--- config.mk ---
export PLATFORM = sky130hd
export DESIGN_NAME = tree_leaf_bfs_lister_flat
export DESIGN_NICKNAME = d
export VERILOG_FILES = /design/src/hw/rtl/tlbl_pkg.sv /design/src/hw/rtl/tlbl_req_if.sv /design/src/hw/rtl/tlbl_rsp_if.sv /design/src/hw/rtl/tlbl_ctrl.sv /design/src/hw/rtl/tlbl_datapath.sv /design/src/hw/rtl/tree_leaf_bfs_lister.sv /design/src/flat_wrapper.sv
export SDC_FILE = /design/constraint.sdc
export NUM_CORES = 1
export LEC_CHECK = 0
export ABC_AREA = 1
export BUFFER_PORTS_ARGS = -buffer_cell sky130_fd_sc_hd__buf_2
export CAP_MARGIN = 25
export CORE_MARGIN = 3
export CORE_UTILIZATION = 58
export DETAILED_ROUTE_END_ITERATION = 10
export PLACE_DENSITY = 0.77
export SYNTH_ARGS = -nofsm -noshare
export SYNTH_HDL_FRONTEND = slang
export SYNTH_SLANG_ARGS = --single-unit
--- constraint.sdc ---
create_clock -name clock -period 4.5 [get_ports clock]
set_input_delay 0.9 -clock clock [delete_from_list [all_inputs] [get_ports clock]]
set_output_delay 0.9 -clock clock [all_outputs]
set_load 0.03 [all_outputs]
--- src/hw/rtl/tlbl_pkg.sv ---
// ----------------------------------------------------------------------------
// tlbl_pkg
// shared constants, types and state codes of the breadth-first leaf lister
// ----------------------------------------------------------------------------
package tlbl_pkg;

   localparam int MAX_NODES = 16;
   localparam int NODE_W    = 4;
   localparam int COUNT_W   = 5;

   typedef struct packed {
      logic              present;
      logic [NODE_W-1:0] index;
   } child_type;

   typedef enum logic [2:0] {
      ST_LOAD,
      ST_MARK,
      ST_ROOT,
      ST_WALK,
      ST_FLUSH
   } state_type;

   typedef struct packed {
      logic load_en;
      logic mark_clear;
      logic mark_step;
      logic walk_start;
      logic walk_step;
      logic flush_emit;
   } cmd_type;

   typedef struct packed {
      logic scan_done;
      logic walk_done;
      logic step_stall;
      logic pend_valid;
      logic out_free;
   } status_type;

endpackage

--- src/hw/rtl/tlbl_req_if.sv ---
// ----------------------------------------------------------------------------
// tlbl_req_if
// node transaction channel: one tree node per transaction
// ----------------------------------------------------------------------------
interface tlbl_req_if;
   logic                      valid;
   logic                      ready;
   logic [tlbl_pkg::NODE_W-1:0] left_index;
   logic                      left_valid;
   logic [tlbl_pkg::NODE_W-1:0] right_index;
   logic                      right_valid;
   logic                      last_node;

   modport source (output valid, left_index, left_valid, right_index, right_valid,
                   last_node, input ready);
   modport sink   (input valid, left_index, left_valid, right_index, right_valid,
                   last_node, output ready);
endinterface

--- src/hw/rtl/tlbl_rsp_if.sv ---
// ----------------------------------------------------------------------------
// tlbl_rsp_if
// leaf transaction channel: one leaf index per transaction
// ----------------------------------------------------------------------------
interface tlbl_rsp_if;
   logic                      valid;
   logic                      ready;
   logic [tlbl_pkg::NODE_W-1:0] leaf_index;
   logic                      last_leaf;

   modport source (output valid, leaf_index, last_leaf, input ready);
   modport sink   (input valid, leaf_index, last_leaf, output ready);
endinterface

--- src/hw/rtl/tlbl_ctrl.sv ---
// ----------------------------------------------------------------------------
// tlbl_ctrl
// sequencer: load, child marking, root pick, breadth-first walk, final flush
// ----------------------------------------------------------------------------
module tlbl_ctrl (
   input  logic                 clock,
   input  logic                 reset,
   input  logic                 req_valid,
   input  logic                 req_last,
   output logic                 req_ready,
   input  tlbl_pkg::status_type status,
   output tlbl_pkg::cmd_type    cmd
);

   tlbl_pkg::state_type state_ff, state_in;

   always_ff @(posedge clock) begin
      if (reset) begin
         state_ff <= tlbl_pkg::ST_LOAD;
      end else begin
         state_ff <= state_in;
      end
   end

   always_comb begin
      state_in  = state_ff;
      cmd       = '0;
      req_ready = 1'b0;
      unique case (state_ff)
         tlbl_pkg::ST_LOAD: begin
            req_ready   = 1'b1;
            cmd.load_en = req_valid;
            if (req_valid && req_last) begin
               cmd.mark_clear = 1'b1;
               state_in       = tlbl_pkg::ST_MARK;
            end
         end
         tlbl_pkg::ST_MARK: begin
            cmd.mark_step = 1'b1;
            if (status.scan_done) begin
               state_in = tlbl_pkg::ST_ROOT;
            end
         end
         tlbl_pkg::ST_ROOT: begin
            cmd.walk_start = 1'b1;
            state_in       = tlbl_pkg::ST_WALK;
         end
         tlbl_pkg::ST_WALK: begin
            if (status.walk_done) begin
               state_in = tlbl_pkg::ST_FLUSH;
            end else begin
               cmd.walk_step = !status.step_stall;
            end
         end
         tlbl_pkg::ST_FLUSH: begin
            // final leaf goes out flagged once the output register is free
            if (!status.pend_valid || status.out_free) begin
               cmd.flush_emit = 1'b1;
               state_in       = tlbl_pkg::ST_LOAD;
            end
         end
         default: begin
            state_in = tlbl_pkg::ST_LOAD;
         end
      endcase
   end

endmodule

--- src/hw/rtl/tlbl_datapath.sv ---
// ----------------------------------------------------------------------------
// tlbl_datapath
// child tables, child marks, walk fifo, pending leaf and output register
// ----------------------------------------------------------------------------
module tlbl_datapath (
   input  logic                        clock,
   input  logic                        reset,
   input  tlbl_pkg::cmd_type           cmd,
   output tlbl_pkg::status_type        status,
   input  logic [tlbl_pkg::NODE_W-1:0] in_left_index,
   input  logic                        in_left_valid,
   input  logic [tlbl_pkg::NODE_W-1:0] in_right_index,
   input  logic                        in_right_valid,
   input  logic                        rsp_ready,
   output logic                        rsp_valid,
   output logic [tlbl_pkg::NODE_W-1:0] rsp_leaf_index,
   output logic                        rsp_last_leaf
);

   localparam int NW = tlbl_pkg::NODE_W;
   localparam int CW = tlbl_pkg::COUNT_W;
   localparam int MN = tlbl_pkg::MAX_NODES;

   tlbl_pkg::child_type left_ff  [MN];
   tlbl_pkg::child_type right_ff [MN];
   logic [NW-1:0]       slot_ff  [MN];

   logic [CW-1:0] count_ff, count_in;
   logic [MN-1:0] mark_ff, mark_in;
   logic [CW-1:0] scan_ff, scan_in;
   logic [NW-1:0] head_ff, head_in;
   logic [NW-1:0] tail_ff, tail_in;
   logic [CW-1:0] fill_ff, fill_in;
   logic [CW-1:0] pops_ff, pops_in;
   logic          pend_valid_ff, pend_valid_in;
   logic [NW-1:0] pend_index_ff;
   logic          out_valid_ff, out_valid_in;
   logic [NW-1:0] out_index_ff;
   logic          out_last_ff;

   tlbl_pkg::child_type scan_l, scan_r, node_l, node_r;
   logic          scan_lc, scan_rc, node_lc, node_rc;
   logic [NW-1:0] node;
   logic [NW-1:0] root;
   logic          leaf, out_free, push_l, push_r;
   logic          load_out_walk, load_out_flush;

   function automatic logic child_ok(tlbl_pkg::child_type e, logic [CW-1:0] n);
      child_ok = e.present && ({1'b0, e.index} < n);
   endfunction

   // node under scan while marking children
   assign scan_l  = left_ff[scan_ff[NW-1:0]];
   assign scan_r  = right_ff[scan_ff[NW-1:0]];
   assign scan_lc = child_ok(scan_l, count_ff);
   assign scan_rc = child_ok(scan_r, count_ff);

   // node at the fifo head during the walk
   assign node    = slot_ff[head_ff];
   assign node_l  = left_ff[node];
   assign node_r  = right_ff[node];
   assign node_lc = child_ok(node_l, count_ff);
   assign node_rc = child_ok(node_r, count_ff);
   assign leaf    = !node_lc && !node_rc;

   // after the pop one slot is free, so the first push always fits
   assign push_l = node_lc;
   assign push_r = node_rc && (!node_lc || (fill_ff != CW'(MN)));

   // lowest unmarked node below the count, node 0 when every node is marked
   always_comb begin
      root = '0;
      for (int k = MN - 1; k >= 0; k--) begin
         if ((CW'(k) < count_ff) && !mark_ff[k]) begin
            root = NW'(k);
         end
      end
   end

   assign out_free       = !out_valid_ff || rsp_ready;
   assign load_out_walk  = cmd.walk_step && leaf && pend_valid_ff;
   assign load_out_flush = cmd.flush_emit && pend_valid_ff;

   always_comb begin
      status.scan_done  = (scan_ff + CW'(1)) >= count_ff;
      status.walk_done  = (fill_ff == '0) || (pops_ff >= count_ff);
      status.step_stall = leaf && pend_valid_ff && !out_free;
      status.pend_valid = pend_valid_ff;
      status.out_free   = out_free;
   end

   always_comb begin
      count_in      = count_ff;
      mark_in       = mark_ff;
      scan_in       = scan_ff;
      head_in       = head_ff;
      tail_in       = tail_ff;
      fill_in       = fill_ff;
      pops_in       = pops_ff;
      pend_valid_in = pend_valid_ff;
      out_valid_in  = out_valid_ff && !rsp_ready;

      // nodes beyond the table depth are dropped
      if (cmd.load_en && (count_ff < CW'(MN))) begin
         count_in = count_ff + CW'(1);
      end
      if (cmd.mark_clear) begin
         mark_in = '0;
         scan_in = '0;
      end
      if (cmd.mark_step) begin
         if (scan_lc) mark_in[scan_l.index] = 1'b1;
         if (scan_rc) mark_in[scan_r.index] = 1'b1;
         scan_in = scan_ff + CW'(1);
      end
      if (cmd.walk_start) begin
         head_in = '0;
         tail_in = NW'(1);
         fill_in = CW'(1);
         pops_in = '0;
      end
      if (cmd.walk_step) begin
         head_in = head_ff + NW'(1);
         pops_in = pops_ff + CW'(1);
         tail_in = tail_ff + NW'(push_l) + NW'(push_r);
         fill_in = fill_ff - CW'(1) + CW'(push_l) + CW'(push_r);
         if (leaf) pend_valid_in = 1'b1;
      end
      if (cmd.flush_emit) begin
         pend_valid_in = 1'b0;
         count_in      = '0;
      end
      if (load_out_walk || load_out_flush) begin
         out_valid_in = 1'b1;
      end
   end

   always_ff @(posedge clock) begin
      if (reset) begin
         count_ff      <= '0;
         mark_ff       <= '0;
         scan_ff       <= '0;
         head_ff       <= '0;
         tail_ff       <= '0;
         fill_ff       <= '0;
         pops_ff       <= '0;
         pend_valid_ff <= 1'b0;
         out_valid_ff  <= 1'b0;
      end else begin
         count_ff      <= count_in;
         mark_ff       <= mark_in;
         scan_ff       <= scan_in;
         head_ff       <= head_in;
         tail_ff       <= tail_in;
         fill_ff       <= fill_in;
         pops_ff       <= pops_in;
         pend_valid_ff <= pend_valid_in;
         out_valid_ff  <= out_valid_in;
      end
   end

   always_ff @(posedge clock) begin
      if (cmd.load_en && (count_ff < CW'(MN))) begin
         left_ff[count_ff[NW-1:0]]  <= '{present: in_left_valid,  index: in_left_index};
         right_ff[count_ff[NW-1:0]] <= '{present: in_right_valid, index: in_right_index};
      end
      if (cmd.walk_start) begin
         slot_ff[0] <= root;
      end
      if (cmd.walk_step) begin
         if (push_l) slot_ff[tail_ff] <= node_l.index;
         if (push_r) slot_ff[tail_ff + NW'(push_l)] <= node_r.index;
         if (leaf) pend_index_ff <= node;
      end
      if (load_out_walk) begin
         out_index_ff <= pend_index_ff;
         out_last_ff  <= 1'b0;
      end else if (load_out_flush) begin
         out_index_ff <= pend_index_ff;
         out_last_ff  <= 1'b1;
      end
   end

   assign rsp_valid      = out_valid_ff;
   assign rsp_leaf_index = out_index_ff;
   assign rsp_last_leaf  = out_last_ff;

endmodule

--- src/hw/rtl/tree_leaf_bfs_lister.sv ---
// ----------------------------------------------------------------------------
// tree_leaf_bfs_lister
// lists the leaves of a binary tree in breadth-first order
// ----------------------------------------------------------------------------
// Nodes arrive one per cycle, numbered from 0 in arrival order, up to 16 kept.
// The transaction marked last_node starts the walk and input is held off until
// it is done: the children are marked (one stored node per cycle), the root is
// picked, the walk fifo is popped one node per cycle, at most once per stored
// node, while rsp back-pressure can stall it once two leaves are waiting, the
// walk is seen to finish and the final leaf is released once the output
// register is free. The single pop per cycle of the walk fifo sets the walk
// rate while the walk does not stall. Leaves leave through an output register,
// the last one flagged with last_leaf; a tree without a leaf gives no
// transaction.
module tree_leaf_bfs_lister (
   input  logic       clock,
   input  logic       reset,
   tlbl_req_if.sink   req_if,
   tlbl_rsp_if.source rsp_if
);

   tlbl_pkg::cmd_type    cmd;
   tlbl_pkg::status_type status;

   tlbl_ctrl u_ctrl (
      .clock     (clock),
      .reset     (reset),
      .req_valid (req_if.valid),
      .req_last  (req_if.last_node),
      .req_ready (req_if.ready),
      .status    (status),
      .cmd       (cmd)
   );

   tlbl_datapath u_datapath (
      .clock          (clock),
      .reset          (reset),
      .cmd            (cmd),
      .status         (status),
      .in_left_index  (req_if.left_index),
      .in_left_valid  (req_if.left_valid),
      .in_right_index (req_if.right_index),
      .in_right_valid (req_if.right_valid),
      .rsp_ready      (rsp_if.ready),
      .rsp_valid      (rsp_if.valid),
      .rsp_leaf_index (rsp_if.leaf_index),
      .rsp_last_leaf  (rsp_if.last_leaf)
   );

endmodule

--- src/flat_wrapper.sv ---
// flat-port wrapper written by rule: the top's interface ports become plain ports
module tree_leaf_bfs_lister_flat 
  (clock, reset, req_if_valid, req_if_left_index, req_if_left_valid, req_if_right_index, req_if_right_valid, req_if_last_node, req_if_ready, rsp_if_valid, rsp_if_leaf_index, rsp_if_last_leaf, rsp_if_ready);
  tlbl_req_if req_if_i ();
  tlbl_rsp_if rsp_if_i ();
  input  logic clock;
  input  logic reset;
  input wire logic [$bits(req_if_i.valid)-1:0] req_if_valid;
  input wire logic [$bits(req_if_i.left_index)-1:0] req_if_left_index;
  input wire logic [$bits(req_if_i.left_valid)-1:0] req_if_left_valid;
  input wire logic [$bits(req_if_i.right_index)-1:0] req_if_right_index;
  input wire logic [$bits(req_if_i.right_valid)-1:0] req_if_right_valid;
  input wire logic [$bits(req_if_i.last_node)-1:0] req_if_last_node;
  output wire logic [$bits(req_if_i.ready)-1:0] req_if_ready;
  output wire logic [$bits(rsp_if_i.valid)-1:0] rsp_if_valid;
  output wire logic [$bits(rsp_if_i.leaf_index)-1:0] rsp_if_leaf_index;
  output wire logic [$bits(rsp_if_i.last_leaf)-1:0] rsp_if_last_leaf;
  input wire logic [$bits(rsp_if_i.ready)-1:0] rsp_if_ready;
  assign req_if_i.valid = req_if_valid;
  assign req_if_i.left_index = req_if_left_index;
  assign req_if_i.left_valid = req_if_left_valid;
  assign req_if_i.right_index = req_if_right_index;
  assign req_if_i.right_valid = req_if_right_valid;
  assign req_if_i.last_node = req_if_last_node;
  assign req_if_ready = req_if_i.ready;
  assign rsp_if_valid = rsp_if_i.valid;
  assign rsp_if_leaf_index = rsp_if_i.leaf_index;
  assign rsp_if_last_leaf = rsp_if_i.last_leaf;
  assign rsp_if_i.ready = rsp_if_ready;
  tree_leaf_bfs_lister u_core (.clock(clock), .reset(reset), .req_if(req_if_i), .rsp_if(rsp_if_i));
endmodule
==> results of run 1 <==
power breakdown:
| group | switching [W] | internal (W) | leakage (nW) |
|---|---|---|---|
| registers | 0.0000314 | 0.00293 | 2.57 |
| logic | 0.000486 | 0.000233 | 4.65 |
| clock network | 0.00105 | 0.00161 | 0.532 |
how the worst min path moves through the flow:
stage / start / end / slack, ns
finish: u_core.u_datapath.pend_index_ff[2]$_DFFE_PN_ / u_core.u_datapath.rsp_leaf_index[2]$_DFFE_PP_ / 0.42
global route: u_core.u_datapath.pend_index_ff[0]$_DFFE_PN_ / u_core.u_datapath.rsp_leaf_index[0]$_DFFE_PP_ / 0.43
CTS: u_core.u_datapath.pend_index_ff[2]$_DFFE_PN_ / u_core.u_datapath.rsp_leaf_index[2]$_DFFE_PP_ / 0.42
detailed placement: u_core.u_datapath.pend_index_ff[2]$_DFFE_PN_ / u_core.u_datapath.rsp_leaf_index[2]$_DFFE_PP_ / 0.40
global placement: u_core.u_datapath.pend_index_ff[0]$_DFFE_PN_ / u_core.u_datapath.rsp_leaf_index[0]$_DFFE_PP_ / 0.41
floorplan: u_core.u_datapath.pend_index_ff[0]$_DFFE_PN_ / u_core.u_datapath.rsp_leaf_index[0]$_DFFE_PP_ / 0.40
state kept, by name, indices dropped and copies added, names as in the netlist, named ones only:
register / flops
u_core.u_datapath.head_ff: 4
u_core.u_datapath.pend_valid_ff: 1
u_core.u_datapath.left_ff: 80
u_core.u_datapath.pops_ff: 5
u_core.u_datapath.mark_ff: 16
u_core.u_datapath.right_ff: 80
u_core.u_datapath.rsp_leaf_index: 4
u_core.u_datapath.pend_index_ff: 4
u_core.u_datapath.rsp_valid: 1
u_core.u_datapath.scan_ff: 5
u_core.u_datapath.fill_ff: 5
u_core.u_datapath.tail_ff: 4
u_core.u_datapath.rsp_last_leaf: 1
u_core.u_datapath.slot_ff: 64
u_core.u_datapath.count_ff: 5
u_core.u_ctrl.state_ff: 3
synthesized netlist by cell type (all sizes together), types with 3 or more instances:
cell | number | share of area
o21ai | 152 | 0.048
xor2 | 6 | 0.0032
nand4 | 11 | 0.0042
nor2 | 115 | 0.027
o311ai | 3 | 0.0016
clkinv | 7 | 0.0019
nand2 | 460 | 0.11
inv | 193 | 0.045
edfxtp | 232 | 0.43
nor3 | 10 | 0.0034
clkbuf | 47 | 0.011
buf | 63 | 0.024
o211ai | 53 | 0.025
nand3b | 16 | 0.0074
xnor2 | 6 | 0.0032
o21a | 5 | 0.0023
ha | 39 | 0.030
dfxtp | 58 | 0.072
a21oi | 146 | 0.045
or2 | 5 | 0.0019
nand3 | 302 | 0.096
worst max-delay path, delay by kind of cell (launching register included):
family / cells / cell delay [ns]
compound gates: 8 / 0.99
fa+ha+maj: 4 / 0.83
simple gates: 13 / 1.39
xor+xnor: 1 / 0.16
buf+inv: 5 / 0.58
flops: 1 / 0.44
repair_timing:
item	in CTS	in global routing
pin swaps	0	41
endpoints found under the setup margin	90	134
buffers inserted	1	12
resized for setup	15	152
endpoints found under the hold margin	0	0
gates cloned	0	12
stage by stage:
step / instances / instance area (sq um)
6_report: 2427 / 19300
5_1_grt: 2426 / 19300
4_1_cts: 2399 / 18300
3_5_place_dp: 2341 / 17200
3_3_place_gp: 2341 / 17200
2_1_floorplan: 1950 / 16300
placed cells by master, fill, tap and decap left out, drive strengths merged, types with 50 or more instances in the layout:
cell and instances:
nor2 115, inv 192, clkbuf 50, o21ai 152
dfxtp 58, a21oi 146, edfxtp 232, o211ai 53
nand2 461, buf 147, nand3 302
area by class of cell:
class                           instances  area (sq um)
Clock inverter                         16           186
Inverter                              200           787
Timing Repair Buffer                  156          1490
Clock buffer                           41           887
Sequential cell                       290          8140
Fill cell                            2055          7980
Tap cell                              372           465
Multi-Input combinational cell       1351          7320
Antenna cell                            1          2.50
logic make-up (layout without fill, tap and decap cells):
group,count (synthesis),after routing,synth area share
compound gates,374,374,0.129
xor+xnor,12,12,0.00648
fa+ha+maj,40,40,0.0313
buf+inv,310,413,0.0814
flops,290,290,0.501
mux,1,1,0.000617
other cells,0,1,0
simple gates,923,924,0.250
metal layers:
metal  part of all wire  global-route usage  up-vias
li1                   -                   -     6858
met1               0.39               0.412     6782
met2               0.44               0.446      933
met3               0.12              0.0705      157
met4              0.041               0.129        0
met5                  0                   0        -
==> flow_summary.ini, run 1 <==
[run_status]
status = finished clean

[min_path]
hold_depth = 0
worst_hold_path_type = flip-flop to flip-flop

[place]
port_buffers = 21
hpwl_um = 30800
gp_congestion = 0.937
pre_cts_ws_ns = -0.112

[final_layout]
area_growth_pct = 18.8
drive_gt1_frac = 0.170
fin_nets = 2085
postLayoutCoreUtil = 0.707

[worst_setup_path]
reg2reg_setup_slack_ns = 0.007
worstPathArrival_ns = 4.99
critPathLaunchType = flip-flop
worstSetupPathType = flip-flop to flip-flop
cp-end-kind = flip-flop
rr_worst_depth = 31
path_max_fanout = 8
r2r-end = u_core.u_datapath.fill_ff[4]$_SDFFE_PP0N_
endpoint = u_core.u_datapath.fill_ff[4]$_SDFFE_PP0N_
critPathSlowestCell = dfxtp_4
cp_common_cell = nand2_1
cp_slowest_stage_delay_ns = 0.44
crit_required_ns = 4.99

[logic_synthesis]
netlist_area_sq_um = 16200
yosys_register_bits = 290
synth-async-reset-ratio = 0
ys_seq_area_frac = 0.501
ys_types = 53
synth.avg_cell_area_sq_um = 8.32
syn-num-nets = 2005
yosys_most_used_dff = edfxtp_1
yosysWarnings = 0
netlist_instances = 1950
synth_edf_count = 232

[grt]
grt-ovfl-total = 0
grtUsageTotal = 0.297
grt_start_max_net_pins = 64
grt_pass1_wl_um = 71400
grt_pass1_vias = 13300
antenna_found_initial = 2

[clock_tree]
hold_buffers = 0
root_buffer = clkbuf_16
tritoncts = built
clock-sinks = 290
cts.clk_slew.worst_paths_ns = 0.06
cts_buffer_depth = 3
clk_latency_ns = 0.56
cts_buffers = 31
htreeDepth = 1

[pwr]
finalPower_w = 0.00634
p_per_area_nw_per_um2 = 329
max-vdd-ir-drop_uv = 299
cellLeakagePower_nw = 7.76

[drt]
drt_wl_total_um = 47900
viasPerCell = 6.07
vias = 14700
drt_first_iter_violations = 2062
first_pass_iters = 7
drc_errors = 0
detail-route-antenna-nets = 0
wl_per_cell_um = 19.7

[timing]
tightest_slew_ns = 1.00
maxSlewViolCount = 0
hold_violations = 0
fin_skew_ns = 0.0132
relSlewSlack = 0.332
min_period_ns = 4.49
hold_slack_ns = 0.418
finalSetupViolations = 0
worst_slack_ns = 0.00705
finalCritPeriodShare = 0.998
rsz0062_at_grt = true
fin_tns_setup_ns = 0
timing.fmax_mhz = 223

[floorplanning]
die_area_sq_um = 30000
io_pins = 22
die_x_um = 173
start_util = 0.596
die_h_um = 173
rows = 60
core-area_sq_um = 27300

[job]
maxCapViolCount = 0
(Power assumes the default switching activity.)
==> run 2: changes to the inputs <==
--- a/config.mk
+++ b/config.mk
@@ -9,9 +9,9 @@
 export BUFFER_PORTS_ARGS = -buffer_cell sky130_fd_sc_hd__buf_2
 export CAP_MARGIN = 25
 export CORE_MARGIN = 3
-export CORE_UTILIZATION = 58
+export CORE_UTILIZATION = 52
 export DETAILED_ROUTE_END_ITERATION = 10
-export PLACE_DENSITY = 0.77
+export PLACE_DENSITY = 0.7
 export SYNTH_ARGS = -nofsm -noshare
 export SYNTH_HDL_FRONTEND = slang
 export SYNTH_SLANG_ARGS = --single-unit
==> run 2 against run 1 <==
Effect of this change:
- power is 4.0% higher
- critical endpoint unchanged
- setup slack got worse by 0.14 ns
- count of clock-buffer cells in the layout rose by 2
- utilization decreased by 5.3 points
- maximum frequency is 3.0% lower
- clock skew grew 0.023 ns
- global-route usage down 1.3 points
- the run now ends with negative setup slack left
- clock power is 8.3% higher
- hold slack worse by 0.0027 ns
- register-to-register slack lost 0.14 ns
- critical path depth up 3
- wire length rose by 7.2%
==> flow_summary.ini, run 2 (synthesis gave the netlist of run 1 again) <==
[worst_setup_path]
r2r-end = u_core.u_datapath.fill_ff[4]$_SDFFE_PP0N_
worstSetupPathType = flip-flop to flip-flop
cp-end-kind = flip-flop
critPathLaunchType = flip-flop
reg2reg_setup_slack_ns = -0.13
worstPathArrival_ns = 5.06
crit_required_ns = 4.93
cp_common_cell = a21oi_2
path_max_fanout = 8
critPathSlowestCell = dfxtp_4
rr_worst_depth = 34
cp_slowest_stage_delay_ns = 0.38

[final_layout]
final_cell_mix = nand2_1, nand3_1, edfxtp_1
instances_no_fill = 2464
fin_nets = 2098
multi_input_area_sq_um = 7770
drive_gt1_frac = 0.213
postLayoutCoreUtil = 0.655
fin_area_sq_um = 20100
diodes = 0
area_growth_pct = 23.7
final_common_cell = nand2_1
fillers = 2384
seqCellArea_sq_um = 8140

[drt]
drc_errors = 0
first_pass_iters = 6
detail-route-antenna-nets = 0
vias = 15200
wl_per_cell_um = 20.8
drt_wl_total_um = 51400
drt_first_iter_violations = 1971
viasPerCell = 6.16

[run_status]
status = finished, violations left
failed_checks = negative setup slack

[timing]
timing.fmax_mhz = 216
min_period_ns = 4.63
maxSlewViolCount = 0
rsz0062_at_grt = true
finalSetupViolations = 44
finalCritPeriodShare = 1.03
tightest_slew_ns = 1.05
hold_violations = 0
worst_slack_ns = -0.130
fin_skew_ns = 0.0365
relSlewSlack = 0.300

[grt]
grt_pass1_vias = 13700
grt_pass1_wl_um = 74900
use_met2 = 0.458
grt-ovfl-total = 0
antenna_found_initial = 0
busiest_layer = met2
grt_start_max_net_pins = 71
met1_usage = 0.380
grtUsageMet3 = 0.0502
grtUsageTotal = 0.283

[pwr]
finalPower_w = 0.00659
p_per_area_nw_per_um2 = 328
max-vdd-ir-drop_uv = 385
cellLeakagePower_nw = 8.04

[clock_tree]
root_buffer = clkbuf_16
htreeDepth = 2
clk_latency_ns = 0.53
cts_buffer_depth = 3
hold_buffers = 0
tritoncts = built
cts_buffers = 35
clock-sinks = 290
cts.clk_slew.worst_paths_ns = 0.06

[job]
maxCapViolCount = 0

[floorplanning]
io_pins = 22
die_x_um = 183
start_util = 0.529
core-area_sq_um = 30700
die_area_sq_um = 33400
die_h_um = 183
rows = 64

[place]
port_buffers = 21
pre_cts_ws_ns = -0.0476
gp_congestion = 0.929
placed_area_sq_um = 17200
dp_cells = 2360
hpwl_um = 31400

[min_path]
worst_hold_path_type = flip-flop to flip-flop
hold_path_end = u_core.u_datapath.rsp_leaf_index[0]$_DFFE_PP_
hold_depth = 0
hp-start = u_core.u_datapath.pend_index_ff[0]$_DFFE_PN_
-- run 2: power breakdown --
group          switching [W]  leakage [nW]  internal, W
clock                0.00114         0.570      0.00175
sequential         0.0000383          2.57      0.00293
combinational       0.000497          4.90     0.000244
total                0.00167          8.04      0.00492
-- run 2: layer usage --
metal  wire, um  up-vias
met5          0        -
met4       2550        0
met3       5490      209
met1      19800     7069
li1           -     6908
met2      23600      987
-- run 2: final cells by class --
cell class,count,area share
clock inverters,19,0.0107
flip-flops and latches,290,0.405
well taps,396,0.0247
clock buffers,43,0.0477
repair buffers,165,0.0854
multi-input cells,1351,0.387
inverters,200,0.0395
-- run 2: timing repair --
item	4_1_cts	5_1_grt
cloned	2	9
pin swaps	12	134
endpoints found under the setup margin	36	143
gates resized for setup	28	277
setup buffers	4	27
-- run 2: how the worst max path moves through the flow --
stage,start,endpoint,slack (ns)
after floorplan,flip-flop,u_core.u_datapath.fill_ff[4]$_SDFFE_PP0N_,0.004
after global placement,flip-flop,u_core.u_datapath.slot_ff[6][0]$_DFFE_PP_,0.04
after detailed placement,flip-flop,u_core.u_datapath.fill_ff[4]$_SDFFE_PP0N_,-0.05
after CTS,flip-flop,u_core.u_datapath.fill_ff[4]$_SDFFE_PP0N_,-0.05
after global routing,flip-flop,u_core.u_datapath.fill_ff[4]$_SDFFE_PP0N_,-0.31
final,flip-flop,u_core.u_datapath.fill_ff[4]$_SDFFE_PP0N_,-0.13
-- run 2: through the flow --
step / setup TNS [ns] / hold WS, ns
6_report: -2.14 / 0.416
5_1_grt: -19.57 / 0.426
4_1_cts: -0.0475 / 0.416
3_5_place_dp: -0.125 / 0.405
3_3_place_gp: 0 / 0.401
2_1_floorplan: 0 / 0.400
-- run 2: critical path: cells and delay by family, from the launching register on --
family          cells  cell delay [ns]
simple gates       13             1.25
buf+inv             8             0.77
flops               1             0.38
xor+xnor            1             0.19
compound gates      8             0.94
fa+ha+maj           4             0.98
==> run 3: changes to the inputs <==
--- a/config.mk
+++ b/config.mk
@@ -12,6 +12,7 @@
 export CORE_UTILIZATION = 52
 export DETAILED_ROUTE_END_ITERATION = 10
 export PLACE_DENSITY = 0.7
+export REMOVE_ABC_BUFFERS = 1
 export SYNTH_ARGS = -nofsm -noshare
 export SYNTH_HDL_FRONTEND = slang
 export SYNTH_SLANG_ARGS = --single-unit
==> constraint.sdc (replaced) <==
create_clock -name clock -period 4.05 [get_ports clock]
set_input_delay 0.81 -clock clock [delete_from_list [all_inputs] [get_ports clock]]
set_output_delay 0.81 -clock clock [all_outputs]
set_load 0.03 [all_outputs]
==> run 3 against run 2 <==
Effect of this change:
- the flow still finishes with violations (negative setup slack)
- sequential cell count did not move
- clock power rose by 2%
- cell count rose by 2.6%
- setup slack got worse by 0.39 ns
- wire length fell by 0.23%
- critical path depth fell by 1
- first-iteration DRC count rose by 6.8%
- count of clock-buffer cells in the layout rose by 2
- clock skew fell by 0.014 ns
- largest power group unchanged
- highest routed layer unchanged
==> flow_summary.ini, run 3 (synthesis gave the netlist of run 1 again) <==
[clock_tree]
cts_buffer_depth = 3
cts.clk_slew.worst_paths_ns = 0.06
cts_buffers = 35
htreeDepth = 2
hold_buffers = 0
clk_latency_ns = 0.53
clock-sinks = 290
tritoncts = built
root_buffer = clkbuf_16

[timing]
hold_violations = 0
min_period_ns = 4.57
timing.fmax_mhz = 219
rsz0062_at_grt = true
finalCritPeriodShare = 1.13
tightest_slew_ns = 0.839
relSlewSlack = 0.440
finalSetupViolations = 158
fin_skew_ns = 0.0226
worst_slack_ns = -0.522
maxSlewViolCount = 0

[grt]
antenna_found_initial = 0
grt_pass1_vias = 14500
grt_pass1_wl_um = 78600
grtUsageTotal = 0.298
grt_start_max_net_pins = 52
grt-ovfl-total = 0

[worst_setup_path]
critPathLaunchType = flip-flop
worstSetupPathType = flip-flop to flip-flop
crit_buf_inv = 20
crit_required_ns = 4.43
path_max_fanout = 12
cp-end-kind = flip-flop
worstPathArrival_ns = 4.95
cp_slowest_stage_delay_ns = 0.39
critPathSlowestCell = dfxtp_4
cp_top_family = buffers and inverters
cp_common_cell = buf_4

[final_layout]
instances_no_fill = 2529
diodes = 0
final_cell_mix = nand2_1, nand3_1, edfxtp_1
fillers = 2356
fin_nets = 2162
area_growth_pct = 25.4
drive_gt1_frac = 0.217
final_common_cell = nand2_1

[job]
maxCapViolCount = 0

[pwr]
max-vdd-ir-drop_uv = 377
cellLeakagePower_nw = 8.31
p_per_area_nw_per_um2 = 350

[floorplanning]
io_pins = 22
die_area_sq_um = 33400
rows = 64
die_h_um = 183
core-area_sq_um = 30700
start_util = 0.529
die_x_um = 183

[drt]
viasPerCell = 6.05
first_pass_iters = 6
wl_met1_um = 19700
wl_met2_um = 23400
top_layer_used = met4
drt_wl_total_um = 51200
vias = 15300
drt_first_iter_violations = 2106
drc_errors = 0
wl_per_cell_um = 20.3
wl_met3_um = 5660
detail-route-antenna-nets = 0

[run_status]
status = finished, violations left
failed_checks = negative setup slack

[place]
dp_cells = 2414
hpwl_um = 32200
port_buffers = 21
pre_cts_ws_ns = -0.608
gp_congestion = 0.965

[min_path]
worst_hold_path_type = flip-flop to flip-flop
-- run 3: cell count changes in the layout (fill, tap and decap cells not counted), moves of 11 or more --
cell,delta
buf_6,-25
o21ai_0,-18
o21ai_1,+13
nand2_1,+21
buf_4,+78
nand2_2,-13
buf_12,+11
nand3_1,+29
nand3_2,-29
-- run 3: cell type report --
| class | count | area, sq um | share of cell area |
|---|---|---|---|
| sequential | 290 | 8140 | 0.400 |
| multi-input combinational | 1351 | 7580 | 0.372 |
| timing repair buffer | 229 | 2270 | 0.112 |
| clock buffer | 45 | 963 | 0.0473 |
| inverter | 200 | 797 | 0.0392 |
| tap | 396 | 495 | 0.0244 |
| clock inverter | 18 | 106 | 0.00523 |
-- run 3: layer usage --
metal	vias to the layer above	track usage
li1	7021	-
met1	7167	0.393
met2	891	0.473
met3	211	0.0648
met4	0	0.136
met5	-	0
-- run 3: what timing repair did --
item / CTS / global route
hold endpoints to repair: 0 / 0
buffers inserted: 34 / 8
pin swaps: 57 / 41
gates cloned: 9 / 5
endpoints found under the setup margin: 148 / 159
resized for setup: 176 / 86
-- run 3: path summary, 6_finish.rpt --
| kind | start | endpoint | slack [ns] | cells past startpoint |
|---|---|---|---|---|
| min reg2reg | u_core.u_datapath.pend_index_ff[1]$_DFFE_PN_ | u_core.u_datapath.rsp_leaf_index[1]$_DFFE_PP_ | 0.42 | 0 |
| max reg2reg | flip-flop | u_core.u_datapath.slot_ff[2][1]$_DFFE_PP_ | -0.52 | 33 |
| min | u_core.u_datapath.pend_index_ff[1]$_DFFE_PN_ | u_core.u_datapath.rsp_leaf_index[1]$_DFFE_PP_ | 0.42 | 0 |
| max | flip-flop | u_core.u_datapath.slot_ff[2][1]$_DFFE_PP_ | -0.52 | 33 |
-- run 3: power by group --
group	switching, W	leakage, nW	internal, W
Sequential	0.0000365	2.57	0.00325
Combinational	0.000574	5.19	0.000318
Clock	0.00125	0.543	0.00169
-- run 3: metrics by stage --
stage           util  power, W  area [sq um]  hold slack, ns  TNS, ns
2_1_floorplan      -   0.00380         15700           0.400  -332.91
3_3_place_gp   0.578   0.00409         17700           0.403   -44.60
3_5_place_dp   0.578   0.00411         17700           0.405   -61.59
4_1_cts        0.650   0.00710         19900           0.418   -31.78
5_1_grt        0.663   0.00737         20300           0.430   -81.33
6_report       0.663   0.00713         20300           0.418   -49.80
-- run 3: worst register-to-register path, delay by kind of cell (launching register included) --
kind / cells / cell delay, ns
AO/OA/AOI/OAI: 5 / 0.55
flip-flops: 1 / 0.39
buffers and inverters: 20 / 2.58
AND/OR/NAND/NOR: 8 / 0.89
